--- src/rtl/ugw_pkg.sv ---
// Shared constants, codes and types of the uniform grid ray voxel walker.
`timescale 1ns / 1ps
`default_nettype none
package ugw_pkg;

    // Default sizing
    localparam int DEF_MAX_SUBDIVISIONS = 64;
    localparam int DEF_FRACTION_BITS    = 16;

    // Divider geometry: 64-bit dividend, 32-bit divisor, 33 quotient bits
    localparam int DVD_W = 64;
    localparam int DVS_W = 32;
    localparam int QUO_W = 33;

    // Output field widths
    localparam int IDX_W  = 18;
    localparam int VOX_W  = 6;
    localparam int DIST_W = 31;

    // Saturation limits of a ray parameter
    localparam logic signed [31:0] T_HI = 32'sh7FFF_FFFF;
    localparam logic signed [31:0] T_LO = 32'sh8000_0000;

    // Verdict codes
    localparam logic [1:0] VERDICT_TEST = 2'd0;
    localparam logic [1:0] VERDICT_HIT  = 2'd1;
    localparam logic [1:0] VERDICT_MISS = 2'd2;

    // Input item kinds
    localparam logic KIND_RAY    = 1'b0;
    localparam logic KIND_RESULT = 1'b1;

    // Configuration register indexes
    localparam logic [2:0] REG_MIN_X  = 3'd0;
    localparam logic [2:0] REG_MIN_Y  = 3'd1;
    localparam logic [2:0] REG_MIN_Z  = 3'd2;
    localparam logic [2:0] REG_CELL_X = 3'd3;
    localparam logic [2:0] REG_CELL_Y = 3'd4;
    localparam logic [2:0] REG_CELL_Z = 3'd5;
    localparam logic [2:0] REG_SUBDIV = 3'd6;

    // Divider status toward the sequencer
    typedef struct packed {
        logic done;
        logic ovf;
    } div_stat_t;

endpackage
`default_nettype wire

--- src/rtl/ugw_div.sv ---
// Radix-2 restoring divider, one quotient bit per cycle, with overflow flag.
`timescale 1ns / 1ps
`default_nettype none
module ugw_div
    import ugw_pkg::*;
(
    input  wire logic             aclk,
    input  wire logic             aresetn,
    input  wire logic             start,
    input  wire logic [DVD_W-1:0] dividend,
    input  wire logic [DVS_W-1:0] divisor,
    output logic      [QUO_W-1:0] quotient,
    output div_stat_t             stat
);

    localparam int CNT_W = $clog2(QUO_W + 1);

    logic             run_reg;
    logic             done_reg;
    logic [CNT_W-1:0] cnt_reg;
    logic [DVS_W-1:0] rem_reg;
    logic [QUO_W-1:0] low_reg;
    logic [DVS_W-1:0] dvs_reg;
    logic [QUO_W-1:0] quo_reg;
    logic             ovf_reg;

    logic [DVS_W:0] trial;
    logic [DVS_W:0] diff;
    logic           take;

    // Shift in the next dividend bit and try the subtract
    assign trial = {rem_reg, low_reg[QUO_W-1]};
    assign diff  = trial - {1'b0, dvs_reg};
    assign take  = trial >= {1'b0, dvs_reg};

    // Control: count the quotient bits, pulse done at the end
    always_ff @(posedge aclk) begin
        if (!aresetn) begin
            run_reg  <= 1'b0;
            done_reg <= 1'b0;
            cnt_reg  <= '0;
        end else begin
            done_reg <= 1'b0;
            if (start) begin
                run_reg <= 1'b1;
                cnt_reg <= CNT_W'(QUO_W);
            end else if (run_reg) begin
                cnt_reg <= cnt_reg - 1'b1;
                if (cnt_reg == CNT_W'(1)) begin
                    run_reg  <= 1'b0;
                    done_reg <= 1'b1;
                end
            end
        end
    end

    // Datapath: partial remainder and quotient shift
    always_ff @(posedge aclk) begin
        if (start) begin
            rem_reg <= DVS_W'(dividend[DVD_W-1:QUO_W]);
            low_reg <= dividend[QUO_W-1:0];
            dvs_reg <= divisor;
            ovf_reg <= DVS_W'(dividend[DVD_W-1:QUO_W]) >= divisor;
        end else if (run_reg) begin
            rem_reg <= take ? diff[DVS_W-1:0] : trial[DVS_W-1:0];
            low_reg <= {low_reg[QUO_W-2:0], 1'b0};
            quo_reg <= {quo_reg[QUO_W-2:0], take};
        end
    end

    assign quotient  = quo_reg;
    assign stat.done = done_reg;
    assign stat.ovf  = ovf_reg;

endmodule
`default_nettype wire

--- config.mk ---
export PLATFORM = sky130hd
export DESIGN_NAME = ugw_div
export DESIGN_NICKNAME = d
export VERILOG_FILES = /design/src/rtl/ugw_pkg.sv /design/src/rtl/ugw_div.sv
export SDC_FILE = /design/constraint.sdc
export NUM_CORES = 1
export LEC_CHECK = 0
export BUFFER_PORTS_ARGS = -buffer_cell sky130_fd_sc_hd__clkbuf_2
export CAP_MARGIN = 20
export CORE_MARGIN = 2
export CORE_UTILIZATION = 25
export DETAILED_ROUTE_END_ITERATION = 10
export GPL_ROUTABILITY_DRIVEN = 1
export PLACE_DENSITY = 0.43
export RECOVER_POWER = 25
export SLEW_MARGIN = 20
export SYNTH_ARGS = -nofsm -noshare
export SYNTH_HDL_FRONTEND = slang
export SYNTH_SLANG_ARGS = --single-unit
export TNS_END_PERCENT = 10
--- constraint.sdc ---
create_clock -name aclk -period 4.35 [get_ports aclk]
set_clock_uncertainty 0.15 [all_clocks]
set_input_delay 0.6525 -clock aclk [delete_from_list [all_inputs] [get_ports aclk]]
set_output_delay 0.6525 -clock aclk [all_outputs]
set_load 0.05 [all_outputs]
; Word level (Yosys, flattened, before mapping)
; Cells that the tools add are included.
[word_totals]
reg_bits = 139
word_cells = 33
[op_classes]
n_addsub = 2
order_cmp = 2
eq_ne = 1
mux = 11
n_bitwise = 3
reduce_logical = 4
[op_table]
columns = operator, n
row1 = $mux W33, 2
row2 = $mux W31, 2
row3 = $ge A33 B32 Y1, 1
row4 = $ge A31 B32 Y1, 1
row5 = $mux W32, 1
row6 = $sub A32 B32 Y32, 1
row7 = $mux W6, 2
row8 = $eq A6 B1 Y1 const B, 1
row9 = $sub A6 B1 Y6 const B, 1
row10 = $mux W1, 4
row11 = $not A1 Y1, 3
row12 = $reduce_or A3 Y1, 1
row13 = $reduce_and A2 Y1, 1
row14 = $reduce_bool A2 Y1, 1
row15 = $reduce_or A2 Y1, 1

; Depth between registers and ports, before layout
[logic_depth]
ltp_word = 4
ltp_mapped = 14

; Least setup slack after synthesis
; No wires, ideal clock.
[synth_path]
path_kind = register -> register
from = register rem_reg[16]
to = register rem_reg[11], data pin
setup_time_ps = 260
t_arrival_ps = 2763
setup_slack_ps = 1177
path_stages_with_launch = 13
path_buffers = 2
synth_period_minus_slack_ps = 3173
path_cell_list = edfxtp_1 -> ha_1 -> clkbuf_1 -> nand4_1 -> nor4_1 -> nand2_1 -> o21a_1 -> o21ai_1 -> nor2_4 -> inv_4 -> buf_8 -> mux2_4 -> mux2_2
[synth_via]
elab_chain_len = 4
[synth_lines]
columns = item, line
row1 = from (decl), ugw_div.sv:21  ; logic [DVS_W-1:0] rem_reg;
row2 = from (signal assigned), ugw_div.sv:60  ; rem_reg <= DVS_W'(dividend[DVD_W-1:QUO_W]);
row3 = from (signal assigned), ugw_div.sv:65  ; rem_reg <= take ? diff[DVS_W-1:0] : trial[DVS_W-1:0];
row4 = $ge A33 B32 Y1, ugw_div.sv:34  ; assign take = trial >= {1'b0, dvs_reg};
row5 = $mux W32, ugw_div.sv:65
row6 = $mux W31, ugw_div.sv:64  ; end else if (run_reg) begin
row7 = $mux W31, ugw_div.sv:59  ; if (start) begin
; Every way passes these cells. The select of a mux whose other input is x is not followed.
; A chain may end at the register's enable or synchronous reset.

; Worst setup path after layout
[layout_path]
from = register rem_reg[16]
to = register rem_reg[4], data pin
; The elaborated chain is that of the path after synthesis.

==> metrics.txt <==
outcome=finished, final reports clean; largest net degree at the start of global routing=58; endpoints failing setup=0; Tcrit/Tclk final=86.7%; critical path type=flop to flop; root buffer cell=clkbuf_16; Hold Crit Depth=1; final setup TNS=0 ns; startpoint types=flop; I/O pins=between 100 and 150; global-route wire length before repair=about 32000 µm; synthesized cell area=0.00823 mm²; P_int=0.00362 W; FF/Latch Area=around 0.0041 mm²; PortBufs=133; GR Util met1=16.6%; H-Tree Depth=4; GRT met2 Usage=19.3%; number of global-route vias before repair=5698; Avg Cell Area, Syn=around 12 µm²; # rows=66; cts-stage hold buffer count=0; Reg2Reg Depth=10; placed insts=between 1000 and 1500; maxcap violations=0; nets@finish=slightly below 1000; power share of the combinational group=between 30% and 40%; drt pass-1 iters=5; starting density of the core=between 20% and 30%; Async S/R FF share, synth=0%; Tmin final=about 3.8 ns; syn_nets=roughly 860; critical path arrival=3.80 ns; worst r2r src=rem_reg[16]$_DFFE_PP_; Psw=0.00185 W; CTS resizes=0; post-layout util=30.4%; CTS tree=built; WP data required=about 4.4 ns; Static Leak=4.10 nW; Num CTS Buffers=17; die width=185 µm; hold path start=divisor[15]; flop2flop setup slack=0.58 ns; Final Hold Vio Count=0; Flop pwr share=around a third; Rel. slew slack=23.3%; final WL=roughly 20000 µm; GRT met3 Usage=2.65%; Skew-Pair Late Insertion Delay=0.43 ns; Slew Limit Fails=0; core area=0.0325 mm²; Placed Area=0.00930 mm²; drt initial violations=280; Finished Cell Area=about 0.01 mm²; Yosys reg bits=139; Final Non-Filler Cells=1278; EDFF count, synth=130; RD Place Congestion=~0.79; Netlist cell types=75; initial antenna violation count=1; clock slew at reported path FFs=approximately 0.070 ns; Syn Inst Count=690; drt wl/cell=15.9 µm; clock sink total=139; worst slew pin tran=1.15 ns; Hold Crit Endpoint=dvs_reg[15]$_DFFE_PP_; Global Route Usage Sum=12.3%; vias=roughly 5700; main flop type after synthesis=edfxtp_1; post-detail-place hpwl=15400 µm; clk buf depth=2; DIE AREA=approximately 0.034 mm²; number of fill cells=3384; post-route DRC violation count=0; R2R Path End=rem_reg[4]$_DFFE_PP_; vias per cell=4.42; Peak VDD IR=0.323 mV; layout cells sized above 1=26.1%; RSZ-0062 raised after global routing=false; Layout area overhead=20.1%; Post-DRT Antenna Nets=0; Switching Fraction=33.9%; Multi-input gate area=0.00368 mm²; busiest grt layer=met2; CP startpoint=rem_reg[16]$_DFFE_PP_; Diodes inserted=0; Setup Buffers After CTS=0; Syn. warnings=0; post-synthesis sequential area ratio=49.7%; Max Clock Freq=between 200 and 300 MHz; Worst setup EP type=flop; Power Density=~550 mW/mm²; die height=roughly 190 µm; Hold Path Class=input port to flop; crit path max fanout=32; GR Overflow Total=0; clock power share=about 28%
-- synthesized netlist by cell type (7+ instances only) --
library cell / n / area share, %
nand2b_1: 7 / 0.53
nor3_1: 10 / 0.61
nor2b_1: 7 / 0.53
ha_1: 65 / 9.9
nand3_1: 7 / 0.43
inv_1: 74 / 3.4
xnor2_1: 24 / 2.6
a21o_1: 21 / 1.9
dfxtp_1: 9 / 2.2
mux2_2: 53 / 7.3
nand2_1: 41 / 1.9
nand4_1: 10 / 0.76
buf_4: 7 / 0.64
a21oi_1: 42 / 2.6
mux2_4: 11 / 2.0
nor2_1: 19 / 0.87
xor2_1: 9 / 0.96
o21ai_0: 18 / 1.1
o21ai_1: 13 / 0.79
edfxtp_1: 130 / 47
-- area by class of cell --
cell class | instances | share of cell area [%]
Clock inverter | 11 | 1.72
Inverter | 75 | 2.88
Sequential cell | 139 | 41.4
Tap cell | 442 | 5.60
Timing Repair Buffer | 137 | 6.69
Multi-Input combinational cell | 453 | 37.3
Clock buffer | 21 | 4.46
-- layout by cell type, fill, tap and decap left out, drive strengths merged, types with 4 or more instances in the layout --
cell type,n
inv,75
o211ai,5
a21oi,42
a21o,22
and3,6
edfxtp,130
xor2,9
nor3,10
mux2,64
buf,4
mux2i,6
a31oi,8
clkbuf,154
nand2,41
clkinv,5
xnor2,24
a211oi,7
nand2b,7
dfxtp,9
nor2,21
o22ai,4
bufinv,4
nand4,10
ha,65
nand3,7
nor2b,7
and2,4
o21a,5
o21ai,31
-- how the worst max path moves through the flow --
stage	endpoint	depth (start not counted)
finish	rem_reg[4]$_DFFE_PP_	10
global route	rem_reg[4]$_DFFE_PP_	10
CTS	rem_reg[4]$_DFFE_PP_	10
detailed placement	rem_reg[4]$_DFFE_PP_	10
global placement	rem_reg[30]$_DFFE_PP_	10
floorplan	rem_reg[11]$_DFFE_PP_	12
-- power groups by stage --
stage | Clock [W] | Sequential (W) | Combinational (W)
after detailed placement | 0 | 0.00183 | 0.00215
final | 0.00154 | 0.00180 | 0.00214
after CTS | 0.00160 | 0.00180 | 0.00216
after global placement | 0 | 0.00183 | 0.00216
after global routing | 0.00164 | 0.00182 | 0.00238
after floorplan | 0 | 0.00183 | 0.00171
-- through the flow --
stage / power, W / hold WS, ns / setup slack, ns
4_1_cts: 0.00556 / 0.232 / 0.516
5_1_grt: 0.00584 / 0.240 / 0.291
3_5_place_dp: 0.00397 / 0.282 / 0.556
2_1_floorplan: 0.00355 / 0.319 / 1.18
6_report: 0.00547 / 0.253 / 0.577
3_3_place_gp: 0.00399 / 0.282 / 0.682
-- per-layer routing --
metal  up-vias  routed length [µm]
li1       2822                   -
met1      2694                9830
met2       125                9320
met3        14                 858
met4         0                 276
met5         -                   0
-- cells by family after synthesis --
group	Yosys count	share of synthesized area (%)
AOI/OAI and AO/OA	155	13.0
xor gates and xnor gates	33	3.51
adders and majority gates	66	10.1
buffers and inverters	98	5.66
DFF	139	49.7
muxes	70	9.99
and+or+nand+nor	129	8.03
-- critical path, stage by stage, from the launching register on --
cell and delay [ns]:
edfxtp_1 0.39, ha_1 0.45, nand4_1 0.19, nor4_1 0.38, nand2_1 0.14, o21a_1 0.21, o21ai_1 0.44, nor2_4 0.10
inv_4 0.41, mux2_2 0.39, mux2_2 0.25
Note: power is estimated with default switching activity, not from simulation.
